===== src/design/owm_pkg.sv =====
// shared types and codes for the one-wire bus master timing block
// no dependencies

package owm_pkg;

   typedef enum logic [2:0] {
      PH_IDLE      = 3'd0,
      PH_RST_LOW   = 3'd1,
      PH_PRES      = 3'd2,
      PH_SLOT_LOW  = 3'd3,
      PH_SLOT_WAIT = 3'd4,
      PH_SAMPLE    = 3'd5,
      PH_RECOVER   = 3'd6
   } phase_type;

   typedef enum logic [1:0] {
      OP_RESET     = 2'd0,
      OP_WRITE     = 2'd1,
      OP_READ_BYTE = 2'd2,
      OP_READ_BIT  = 2'd3
   } op_type;

   localparam logic [2:0] REQ_TICK      = 3'd0;
   localparam logic [2:0] REQ_RESET     = 3'd1;
   localparam logic [2:0] REQ_WRITE     = 3'd2;
   localparam logic [2:0] REQ_READ_BYTE = 3'd3;
   localparam logic [2:0] REQ_READ_BIT  = 3'd4;

   localparam logic [2:0] CSR_RESET_LOW      = 3'd0;
   localparam logic [2:0] CSR_PRESENCE_WIN   = 3'd1;
   localparam logic [2:0] CSR_SHORT_LOW      = 3'd2;
   localparam logic [2:0] CSR_ZERO_LOW       = 3'd3;
   localparam logic [2:0] CSR_ONE_RECOVERY   = 3'd4;
   localparam logic [2:0] CSR_READ_SAMPLE    = 3'd5;
   localparam logic [2:0] CSR_READ_RECOVERY  = 3'd6;

   localparam int CSR_WIDTH = 16;

endpackage


===== src/design/one_wire_master_timing.sv =====
// one-wire bus master slot timing, stepped by tick beats
// depends on owm_pkg
//
// channel   dir  handshake            payload
// req       in   req_tvalid/tready    tuser: req_type; tdata: data_byte, line_level
// rsp       out  rsp_tvalid/tready    tdata: drive_low, busy, done, presence, read_data
// csr       in   csr_valid/ready      csr_index, csr_data
//
// one beat per cycle while the rsp register can take it: each req beat updates the slot state
// and loads the rsp register in the same cycle; the result appears in the cycle after acceptance
// req is taken whenever the rsp register is empty or being drained
// csr writes are always taken
// synchronous reset restores the register defaults, an idle slot state and an empty rsp register

module one_wire_master_timing #(
   parameter int COUNT_BITS = 16
) (
   input  logic        clock,
   input  logic        reset,
   input  logic        req_tvalid,
   output logic        req_tready,
   input  logic [2:0]  req_tuser,   // [2:0] req_type
   input  logic [15:0] req_tdata,   // [7:0] data_byte, [8] line_level
   output logic        rsp_tvalid,
   input  logic        rsp_tready,
   output logic [15:0] rsp_tdata,   // [0] drive_low, [1] busy, [2] done, [3] presence,
                                    // [11:4] read_data
   input  logic        csr_valid,
   output logic        csr_ready,
   input  logic [2:0]  csr_index,
   input  logic [owm_pkg::CSR_WIDTH-1:0] csr_data
);

   localparam logic [32:0] CNT_MAX = (33'd1 << COUNT_BITS) - 33'd1;

   typedef logic [COUNT_BITS-1:0] cnt_type;

   logic [15:0] reset_low_ff, presence_win_ff, short_low_ff, zero_low_ff;
   logic [15:0] one_recovery_ff, read_sample_ff, read_recovery_ff;

   owm_pkg::phase_type phase_ff, phase_in;
   owm_pkg::op_type    op_ff, op_in;
   cnt_type            count_ff, count_in;
   logic [2:0]         bit_ff, bit_in;
   logic [7:0]         shift_ff, shift_in;
   logic               pres_ff, pres_in;

   logic        rsp_valid_ff;
   logic        drive_ff, busy_ff, done_ff, presence_ff;
   logic [7:0]  rdata_ff;
   logic        drive_in, busy_in, done_in;
   logic [7:0]  rdata_in;

   logic        accept;
   logic [2:0]  req_type;
   logic [7:0]  data_byte;
   logic        line_level;

   function automatic cnt_type fit(input logic [15:0] v, input logic min_one);
      logic [32:0] w;
      w = {17'd0, v};
      if (min_one && v == 16'd0)
         w = 33'd1;
      if (w > CNT_MAX)
         w = CNT_MAX;
      return w[COUNT_BITS-1:0];
   endfunction

   assign req_type   = req_tuser;
   assign data_byte  = req_tdata[7:0];
   assign line_level = req_tdata[8];
   assign req_tready = !rsp_valid_ff || rsp_tready;
   assign accept     = req_tvalid && req_tready;
   assign csr_ready  = 1'b1;

   // next state
   always_comb begin
      owm_pkg::phase_type ph;
      owm_pkg::op_type    op;
      cnt_type            cnt;
      logic [2:0]         bi;
      logic [7:0]         sh;
      logic               pr;
      logic               bit_end;
      logic               done;

      ph = phase_ff;
      op = op_ff;
      cnt = count_ff;
      bi = bit_ff;
      sh = shift_ff;
      pr = pres_ff;
      bit_end = 1'b0;
      done = 1'b0;

      // command start
      if (phase_ff == owm_pkg::PH_IDLE && req_type >= owm_pkg::REQ_RESET &&
          req_type <= owm_pkg::REQ_READ_BIT) begin
         bi = 3'd0;
         case (req_type)
            owm_pkg::REQ_RESET: begin
               op = owm_pkg::OP_RESET;
               sh = 8'd0;
               pr = 1'b0;
               ph = owm_pkg::PH_RST_LOW;
               cnt = fit(reset_low_ff, 1'b1);
            end
            owm_pkg::REQ_WRITE: begin
               op = owm_pkg::OP_WRITE;
               sh = data_byte;
               ph = owm_pkg::PH_SLOT_LOW;
               cnt = data_byte[0] ? fit(short_low_ff, 1'b1) : fit(zero_low_ff, 1'b1);
            end
            owm_pkg::REQ_READ_BYTE: begin
               op = owm_pkg::OP_READ_BYTE;
               sh = 8'd0;
               ph = owm_pkg::PH_SLOT_LOW;
               cnt = fit(short_low_ff, 1'b1);
            end
            default: begin
               op = owm_pkg::OP_READ_BIT;
               sh = 8'd0;
               ph = owm_pkg::PH_SLOT_LOW;
               cnt = fit(short_low_ff, 1'b1);
            end
         endcase
      end

      drive_in = (ph == owm_pkg::PH_RST_LOW) || (ph == owm_pkg::PH_SLOT_LOW);

      if (ph != owm_pkg::PH_IDLE) begin
         if (ph == owm_pkg::PH_PRES && !line_level)
            pr = 1'b1;
         if (ph == owm_pkg::PH_SAMPLE) begin
            if (op == owm_pkg::OP_READ_BIT)
               sh = {7'd0, line_level};
            else
               sh = {line_level, sh[7:1]};
         end
         if (cnt != '0)
            cnt = cnt - COUNT_BITS'(1);
         if (cnt == '0) begin
            // phase expired, skip empty phases
            case (ph)
               owm_pkg::PH_RST_LOW: begin
                  ph = owm_pkg::PH_PRES;
                  cnt = fit(presence_win_ff, 1'b1);
               end
               owm_pkg::PH_SLOT_LOW: begin
                  if (op == owm_pkg::OP_WRITE) begin
                     if (!sh[0]) begin
                        bit_end = 1'b1;
                     end else begin
                        ph = owm_pkg::PH_SLOT_WAIT;
                        cnt = fit(one_recovery_ff, 1'b0);
                        if (cnt == '0)
                           bit_end = 1'b1;
                     end
                  end else begin
                     ph = owm_pkg::PH_SLOT_WAIT;
                     cnt = fit(read_sample_ff, 1'b0);
                     if (cnt == '0) begin
                        ph = owm_pkg::PH_SAMPLE;
                        cnt = COUNT_BITS'(1);
                     end
                  end
               end
               owm_pkg::PH_SLOT_WAIT: begin
                  if (op == owm_pkg::OP_WRITE) begin
                     bit_end = 1'b1;
                  end else begin
                     ph = owm_pkg::PH_SAMPLE;
                     cnt = COUNT_BITS'(1);
                  end
               end
               owm_pkg::PH_SAMPLE: begin
                  ph = owm_pkg::PH_RECOVER;
                  cnt = fit(read_recovery_ff, 1'b0);
                  if (cnt == '0)
                     bit_end = 1'b1;
               end
               owm_pkg::PH_RECOVER: begin
                  bit_end = 1'b1;
               end
               default: begin
                  ph = owm_pkg::PH_IDLE;
                  cnt = '0;
                  done = 1'b1;
               end
            endcase
            if (bit_end) begin
               if (op == owm_pkg::OP_WRITE)
                  sh = {1'b0, sh[7:1]};
               if (op == owm_pkg::OP_READ_BIT || bi == 3'd7) begin
                  ph = owm_pkg::PH_IDLE;
                  cnt = '0;
                  done = 1'b1;
               end else begin
                  bi = bi + 3'd1;
                  ph = owm_pkg::PH_SLOT_LOW;
                  cnt = (op == owm_pkg::OP_WRITE && !sh[0]) ?
                        fit(zero_low_ff, 1'b1) : fit(short_low_ff, 1'b1);
               end
            end
         end
      end

      phase_in = ph;
      op_in    = op;
      count_in = cnt;
      bit_in   = bi;
      shift_in = sh;
      pres_in  = pr;
      done_in  = done;
   end

   // result fields
   always_comb begin
      busy_in  = (phase_in != owm_pkg::PH_IDLE);
      rdata_in = (done_in && (op_in == owm_pkg::OP_READ_BYTE ||
                              op_in == owm_pkg::OP_READ_BIT)) ? shift_in : 8'd0;
   end

   always_ff @(posedge clock) begin
      if (reset) begin
         reset_low_ff     <= 16'd2500;
         presence_win_ff  <= 16'd255;
         short_low_ff     <= 16'd2;
         zero_low_ff      <= 16'd275;
         one_recovery_ff  <= 16'd260;
         read_sample_ff   <= 16'd1;
         read_recovery_ff <= 16'd140;
      end else if (csr_valid && csr_ready) begin
         case (csr_index)
            owm_pkg::CSR_RESET_LOW:     reset_low_ff     <= csr_data;
            owm_pkg::CSR_PRESENCE_WIN:  presence_win_ff  <= csr_data;
            owm_pkg::CSR_SHORT_LOW:     short_low_ff     <= csr_data;
            owm_pkg::CSR_ZERO_LOW:      zero_low_ff      <= csr_data;
            owm_pkg::CSR_ONE_RECOVERY:  one_recovery_ff  <= csr_data;
            owm_pkg::CSR_READ_SAMPLE:   read_sample_ff   <= csr_data;
            owm_pkg::CSR_READ_RECOVERY: read_recovery_ff <= csr_data;
            default: ;
         endcase
      end
   end

   always_ff @(posedge clock) begin
      if (reset) begin
         phase_ff <= owm_pkg::PH_IDLE;
         op_ff    <= owm_pkg::OP_RESET;
         count_ff <= '0;
         bit_ff   <= 3'd0;
         shift_ff <= 8'd0;
         pres_ff  <= 1'b0;
      end else if (accept) begin
         phase_ff <= phase_in;
         op_ff    <= op_in;
         count_ff <= count_in;
         bit_ff   <= bit_in;
         shift_ff <= shift_in;
         pres_ff  <= pres_in;
      end
   end

   always_ff @(posedge clock) begin
      if (reset)
         rsp_valid_ff <= 1'b0;
      else if (accept)
         rsp_valid_ff <= 1'b1;
      else if (rsp_tready)
         rsp_valid_ff <= 1'b0;
   end

   always_ff @(posedge clock) begin
      if (accept) begin
         drive_ff    <= drive_in;
         busy_ff     <= busy_in;
         done_ff     <= done_in;
         presence_ff <= pres_in;
         rdata_ff    <= rdata_in;
      end
   end

   assign rsp_tvalid = rsp_valid_ff;
   assign rsp_tdata  = {4'd0, rdata_ff, presence_ff, done_ff, busy_ff, drive_ff};

   a_done_not_busy: assert property (@(posedge clock) disable iff (reset)
      rsp_valid_ff && done_ff |-> !busy_ff)
      else $error("done beat still busy");

   a_idle_quiet: assert property (@(posedge clock) disable iff (reset)
      rsp_valid_ff && !busy_ff && !done_ff |-> !drive_ff && rdata_ff == 8'd0)
      else $error("idle beat drives bus or carries data");

   a_count_live: assert property (@(posedge clock) disable iff (reset)
      phase_ff != owm_pkg::PH_IDLE |-> count_ff != '0)
      else $error("active phase with empty counter");

   a_rdata_on_done: assert property (@(posedge clock) disable iff (reset)
      rsp_valid_ff && rdata_ff != 8'd0 |-> done_ff)
      else $error("read data outside done beat");

endmodule


===== config.mk =====
export PLATFORM = sky130hd
export DESIGN_NAME = one_wire_master_timing
export DESIGN_NICKNAME = d
export VERILOG_FILES = /design/src/design/owm_pkg.sv /design/src/design/one_wire_master_timing.sv
export SDC_FILE = /design/constraint.sdc
export NUM_CORES = 1
export LEC_CHECK = 0
export BUFFER_PORTS_ARGS = -buffer_cell sky130_fd_sc_hd__buf_4
export CAP_MARGIN = 20
export CORE_MARGIN = 2
export CORE_UTILIZATION = 45
export CTS_BUF_LIST = sky130_fd_sc_hd__clkbuf_4 sky130_fd_sc_hd__clkbuf_8
export CTS_CLUSTER_DIAMETER = 150
export DETAILED_ROUTE_END_ITERATION = 10
export PLACE_DENSITY = 0.6
export SYNTH_ARGS = -nofsm -noshare
export SYNTH_HDL_FRONTEND = slang
export SYNTH_SLANG_ARGS = --single-unit

===== constraint.sdc =====
create_clock -name clock -period 6.9 [get_ports clock]
set_input_delay 0.69 -clock clock [delete_from_list [all_inputs] [get_ports clock]]
set_output_delay 0.69 -clock clock [all_outputs]
set_load 0.01 [all_outputs]

== Word-level counts from Yosys, hierarchy flattened ==
Cells that the tools add are included.

* Register bits: 158
* Bits in latches: 0
* Memory bits (writable): 0
* Bits in read-only memories: 0
* Input port bits: 43
* Output and inout port bits: 19
* Word-level logic and storage cells: 183
* Memories kept: 0

* Add/sub/neg operators: 2
* $mul: 0
* Div/mod/pow operators: 0
* Order comparisons: 10
* Eq/ne operators: 19
* Shift-type cells: 0
* Multiplexer cells: 97
* Bitwise operators: 0
* Reductions and logical operators: 36

{| class="wikitable"
|+ Operator list
! cell !! count
|-
| two-way mux 33 bit || 21
|-
| two-way mux 16 bit || 25
|-
| greater-than comparator 33 x 16 -> 1 bit, second input constant || 8
|-
| logical NOT 16 bit || 8
|-
| two-way mux 8 bit || 12
|-
| one-hot mux 16 bit (5 select lines) || 1
|-
| one-hot mux 16 bit (3 select lines) || 1
|-
| two-way mux 3 bit || 12
|-
| == test 3 bit, second input constant || 7
|-
| two-way mux 1 bit || 19
|-
| == test 3 x 2 -> 1 bit, second input constant || 6
|-
| nonzero test 16 bit || 1
|-
| subtractor 16 x 1 -> 16 bit, second input constant || 1
|-
| one-hot mux 3 bit (5 select lines) || 1
|-
| AND reduction 2 bit || 7
|-
| == test 3 x 1 -> 1 bit, second input constant || 3
|-
| logical AND 1 bit || 6
|-
| logical NOT 3 bit || 2
|-
| two-way mux 2 bit || 3
|-
| one-hot mux 2 bit (3 select lines) || 1
|-
| nonzero test 3 bit || 2
|-
| OR reduction 5 bit || 1
|-
| == test 2 bit, second input constant || 2
|-
| logical OR 1 bit || 4
|-
| other kinds (8) || 10
|}

== Logic depth before layout (Yosys ltp) ==
* Depth after elaboration: 25
* Mapped depth: 21
* Depth with buffers taken out: 17

== Least setup slack after synthesis ==
OpenSTA, ideal clock, no wires.

* Path kind: input -> register
* Start: in req_tuser[0]
* End: reg rdata_ff[2] (data pin)
* Setup time: 0.266 ns
* Arrival time: 4.660 ns
* Required time: 6.634 ns
* Setup slack: 1.973 ns
* Stages: 20
* Path buffers: 3
* Cells stage by stage: buf_2 or4b_1 clkbuf_1 nand2_1 o22ai_1 o31a_1 inv_1 ha_1 inv_1 a311oi_1 a41o_1 nor4b_1 mux2i_1 o31ai_1 o311ai_1 a2111oi_4 and4_1 buf_4 mux2i_1 a21oi_1

* Cells in the longest elaborated chain, start to end: 17
* Elaborated cells between the ends (all ways): 56
* Those cells by class: 1 x add/sub; 2 x order compare; 12 x eq/ne; 32 x mux; 9 x reduce/logical

{| class="wikitable"
|+ RTL lines
! what !! RTL line !! text
|-
| from (decl) || one_wire_master_timing.sv:22 || <nowiki>input logic [2:0] req_tuser,</nowiki>
|-
| greater-or-equal comparator 3 x 1 -> 1 bit || one_wire_master_timing.sv:97 || <nowiki>if (phase_ff == owm_pkg::PH_IDLE && req_type >= owm_pkg::REQ_RESET &&</nowiki>
|-
| logical AND 1 bit (2 in a row) || one_wire_master_timing.sv:97 ||
|-
| two-way mux 2 bit || one_wire_master_timing.sv:97 ||
|-
| == test 2 bit || one_wire_master_timing.sv:135, one_wire_master_timing.sv:194, one_wire_master_timing.sv:221 ||
|-
| two-way mux 8 bit || one_wire_master_timing.sv:135 || <nowiki>if (op == owm_pkg::OP_READ_BIT)</nowiki>
|-
| two-way mux 8 bit || one_wire_master_timing.sv:134 || <nowiki>if (ph == owm_pkg::PH_SAMPLE) begin</nowiki>
|-
| two-way mux 8 bit || one_wire_master_timing.sv:131 || <nowiki>if (ph != owm_pkg::PH_IDLE) begin</nowiki>
|-
| two-way mux 1 bit || one_wire_master_timing.sv:151 || <nowiki>if (!sh[0]) begin</nowiki>
|-
| two-way mux 1 bit || one_wire_master_timing.sv:150 || <nowiki>if (op == owm_pkg::OP_WRITE) begin</nowiki>
|-
| one-hot mux 1 bit (4 select lines) || one_wire_master_timing.sv:144 || <nowiki>case (ph)</nowiki>
|-
| two-way mux 1 bit || one_wire_master_timing.sv:142 || <nowiki>if (cnt == '0) begin</nowiki>
|-
| two-way mux 1 bit || one_wire_master_timing.sv:131 ||
|-
| two-way mux 1 bit || one_wire_master_timing.sv:191 || <nowiki>if (bit_end) begin</nowiki>
|-
| two-way mux 1 bit || one_wire_master_timing.sv:142 ||
|-
| two-way mux 1 bit || one_wire_master_timing.sv:131 ||
|-
| logical AND 1 bit || one_wire_master_timing.sv:220 || <nowiki>rdata_in = (done_in && (op_in == owm_pkg::OP_READ_BYTE ||</nowiki>
|-
| to (signal assigned) || one_wire_master_timing.sv:280 || <nowiki>rdata_ff <= rdata_in;</nowiki>
|-
| to (decl) || one_wire_master_timing.sv:50 || <nowiki>logic [7:0] rdata_ff;</nowiki>
|}

Several ways; a longest one is shown, not always the timed one. The select of a mux whose other input is x is not followed.
A chain may end at the register's enable or synchronous reset.

== Final worst setup path ==
* Start: in req_tuser[0]
* End: reg rdata_ff[3] (data pin)

Same word-level chain as after synthesis.

==> qor.json <==
{
  "outcome": "completed",
  "via_count_of_the_first_global_routing_pass": 7946,
  "fin_total_pwr_mw": 2.13,
  "ir_worst_vdd_uv": 115,
  "wl_per_cell_um": 20.2,
  "worst_skew_pair.late_latency_ns": 0.47,
  "top_level_ports": 62,
  "postRouteWirelength_um": 29700,
  "timing.critical_path.arrival_ns": 5.98,
  "ctsResizeCount": 0,
  "worstHoldPathType": "reg -> reg",
  "via_count": 8954,
  "nNetsFinal": 1238,
  "power-per-cell-area_mw_per_mm2": 218,
  "worstSetupEndpointType": "flip-flop",
  "power.combinational.fraction_pct": 22.2,
  "number_of_storage_elements_in_the_synthesis_netlist": 158,
  "dp_worst_setup_slack_ns": 0.919,
  "finalSetupTns_ns": 0,
  "clkTransAtPathRegs_ns": 0.09,
  "drtIter0Drc": 876,
  "num_antenna_cells": 0,
  "placementRows": 51,
  "worst_ep_required_time_ns": 7.20,
  "finalSetupViolations": 0,
  "htree_num_levels": 4,
  "post_synth_num_cell_types": 78,
  "grt-ovfl-total": 0,
  "area_delta_synth_final_pct": 9.83,
  "cts-root-to-sink-buffers": 2,
  "placeable_area_mm2": 0.0194,
  "worstMarginPinSlew_ns": 1.01,
  "worst_path_fanout_max": 45,
  "critical-path-top-cell-by-count": "sky130_fd_sc_hd__inv_1",
  "fraction_of_the_core_area_covered_by_cells_at_the_end_of_the_flow_pct": 50.4,
  "ys_async_sr_fraction_pct": 0,
  "antenna_violating_nets_post_route": 0,
  "root_buffer": "sky130_fd_sc_hd__clkbuf_8",
  "yosys_warnings": 0,
  "synth.avg_cell_area_um2": 7.49,
  "gate_count_after_technology_mapping": 1188,
  "grt_start_max_net_pins": 92,
  "final_common_cell": "sky130_fd_sc_hd__nand2_1",
  "hold_viol_final": 0,
  "static-leakage-power_nw": 3.38,
  "finalCriticalPeriod_ns": 5.68,
  "synth_enable_flop_cells": 12,
  "worstSetupStartpointType": "input port",
  "cp_slowest_cell": "sky130_fd_sc_hd__and4bb_1",
  "detailedRoute.firstPassIterationCount": 5,
  "drcViolationCount": 0,
  "grt.total_usage_pct": 29.1,
  "relative_contribution_of_sequential_cells_to_total_power_pct": 46.4,
  "syn_area_mm2": 0.00889,
  "criticalPathCategory": "in -> reg",
  "place.gp.congestion": 0.943,
  "critical_path.cell_chain": "buf_4, or3_1, nand3_1, o31a_1, inv_1, ha_1, inv_1, a311oi_1, a41o_1, inv_1, o41a_1, a41oi_1, o211ai_1, nor3b_1, and4bb_1, nand4bb_1, a21oi_1",
  "finalCritPeriodShare_pct": 82.3,
  "power_dissipated_by_switching_net_loads_uw": 743,
  "highest_clock_frequency_the_design_can_meet_ghz": 0.176,
  "fillCellCount": 2036,
  "initial_utilization_pct": 45.9,
  "grt_antenna_before_repair": 3,
  "p_int_mw": 1.39,
  "clkPwrFrac_pct": 31.4,
  "worst_hold_slack_ns": 0.473,
  "most-common-layout-cells": "sky130_fd_sc_hd__nand2_1 (282), sky130_fd_sc_hd__dfxtp_1 (146), sky130_fd_sc_hd__a21oi_1 (145), sky130_fd_sc_hd__buf_4 (70), sky130_fd_sc_hd__nand3_1 (65)",
  "drv_slew": 0,
  "relSlewSlack_pct": 32.7,
  "fin_worst_skew_ns": 0.0192,
  "max-cap-violations": 0,
  "holdBufCountCts": 0,
  "rsz_0062_raised_after_global_routing": "false",
  "cts.sink_count": 158,
  "cts_setup_buffers": 0,
  "cpPeakStageDelay_ns": 0.51,
  "cts_tree": "built",
  "total_die_area_mm2": 0.0209,
  "yosysSeqAreaShare_pct": 36.9,
  "vias_per_cell": 6.09,
  "portBuffers": 49,
  "cts-buffers-inserted": 17,
  "grt_pass1_wl_um": 46100,
  "dp_hpwl_um": 21100,
  "die_height_um": 145,
  "fin_ws_ns": 1.22,
  "sw_ratio_pct": 34.9,
  "die_boundary_width_um": 145,
  "yosys_most_used_dff": "sky130_fd_sc_hd__dfxtp_1",
  "drive_above_1_share_pct": 10.3
}
-- flip-flops by register name, summed over array words and instances (netlist names) --
signal	flops
bit_ff	3
one_recovery_ff	16
pres_ff	1
shift_ff	8
drive_ff	1
read_recovery_ff	16
busy_ff	1
rdata_ff	8
done_ff	1
short_low_ff	16
phase_ff	3
rsp_tvalid	1
presence_ff	1
read_sample_ff	16
presence_win_ff	16
op_ff	2
reset_low_ff	16
zero_low_ff	16
count_ff	16
-- power by group through the flow --
stage	sequential [mW]	clock (mW)	combinational, mW
floorplan	0.998	0	0.325
global placement	1.01	0	0.462
detailed placement	1.01	0	0.462
CTS	0.988	0.679	0.463
global route	0.994	0.718	0.519
finish	0.989	0.668	0.474
-- per-layer routing --
metal | vias to the layer above | global-route usage [%] | wire length (µm)
li1 | 4305 | - | -
met1 | 4235 | 39.3 | 12900
met2 | 345 | 45.4 | 13700
met3 | 67 | 6.46 | 2190
met4 | 2 | 11.0 | 995
met5 | - | 0 | 10
-- stage by stage --
stage	instances	area [µm²]
2_1_floorplan	1191	8910
3_3_place_gp	1435	9370
3_5_place_dp	1435	9370
4_1_cts	1467	9740
5_1_grt	1470	9770
6_report	1470	9770
-- worst max-delay path: cells and delay by family --
family / cells / cell delay [ns]
AOI/OAI and AO/OA: 7 / 2.18
buffers and inverters: 4 / 0.70
adders and majority gates: 1 / 0.23
and+or+nand+nor: 5 / 2.14
-- Yosys cell counts, drive strengths merged, types with 3 or more instances --
cell type	n	area share [%]
a31oi	33	2.4
nor2b	6	0.42
o21ai	47	2.6
a2111oi	5	0.93
nand3	65	3.7
buf	29	1.9
or2	3	0.21
ha	3	0.42
dfxtp	146	33
o311ai	3	0.30
a211oi	5	0.42
mux2i	39	4.4
o221ai	15	1.5
nor4b	4	0.39
o211ai	7	0.59
or3	4	0.28
o41ai	4	0.39
inv	17	0.72
and2	8	0.56
nand4bb	8	1.0
o31ai	5	0.42
o22ai	4	0.28
nand4	6	0.42
xor2	3	0.30
a21o	11	0.93
or3b	3	0.30
a22oi	16	1.4
a311oi	4	0.39
clkbuf	61	2.6
nor2	55	2.3
nand3b	8	0.68
nor3b	6	0.51
edfxtp	12	4.1
nor3	23	1.5
and3	6	0.42
nand2	284	12
a21oi	146	8.2
nor4	26	1.8
a222oi	4	0.45
nand2b	12	0.93
a41oi	4	0.39
-- worst paths after layout --
path                      start                 end  slack [ns]  cells past startpoint
max                req_tuser[0]         rdata_ff[3]        1.22                     17
min          presence_win_ff[0]  presence_win_ff[0]        0.47                      2
max reg2reg         phase_ff[0]         rdata_ff[4]        1.55                     12
min reg2reg  presence_win_ff[0]  presence_win_ff[0]        0.47                      2
-- area by class of cell --
type	instances	area, µm²	share of cell area, %
inverter	19	71.3	0.730
clock buffer	18	241	2.47
multi-input combinational	924	5170	52.9
sequential	158	3280	33.6
timing repair buffer	72	548	5.61
clock inverter	14	126	1.29
tap	265	332	3.39
-- cells by family after synthesis --
group | Yosys count | synth area share [%]
AO/OA/AOI/OAI | 337 | 24.1
XOR/XNOR | 5 | 0.492
adder cells (fa/ha/maj) | 3 | 0.422
buffers and inverters | 109 | 5.30
flip-flops | 158 | 36.9
multiplexers | 39 | 4.39
other | 2 | 0.0844
AND/OR/NAND/NOR | 535 | 28.3
Note: power is estimated with default switching activity, not from simulation.
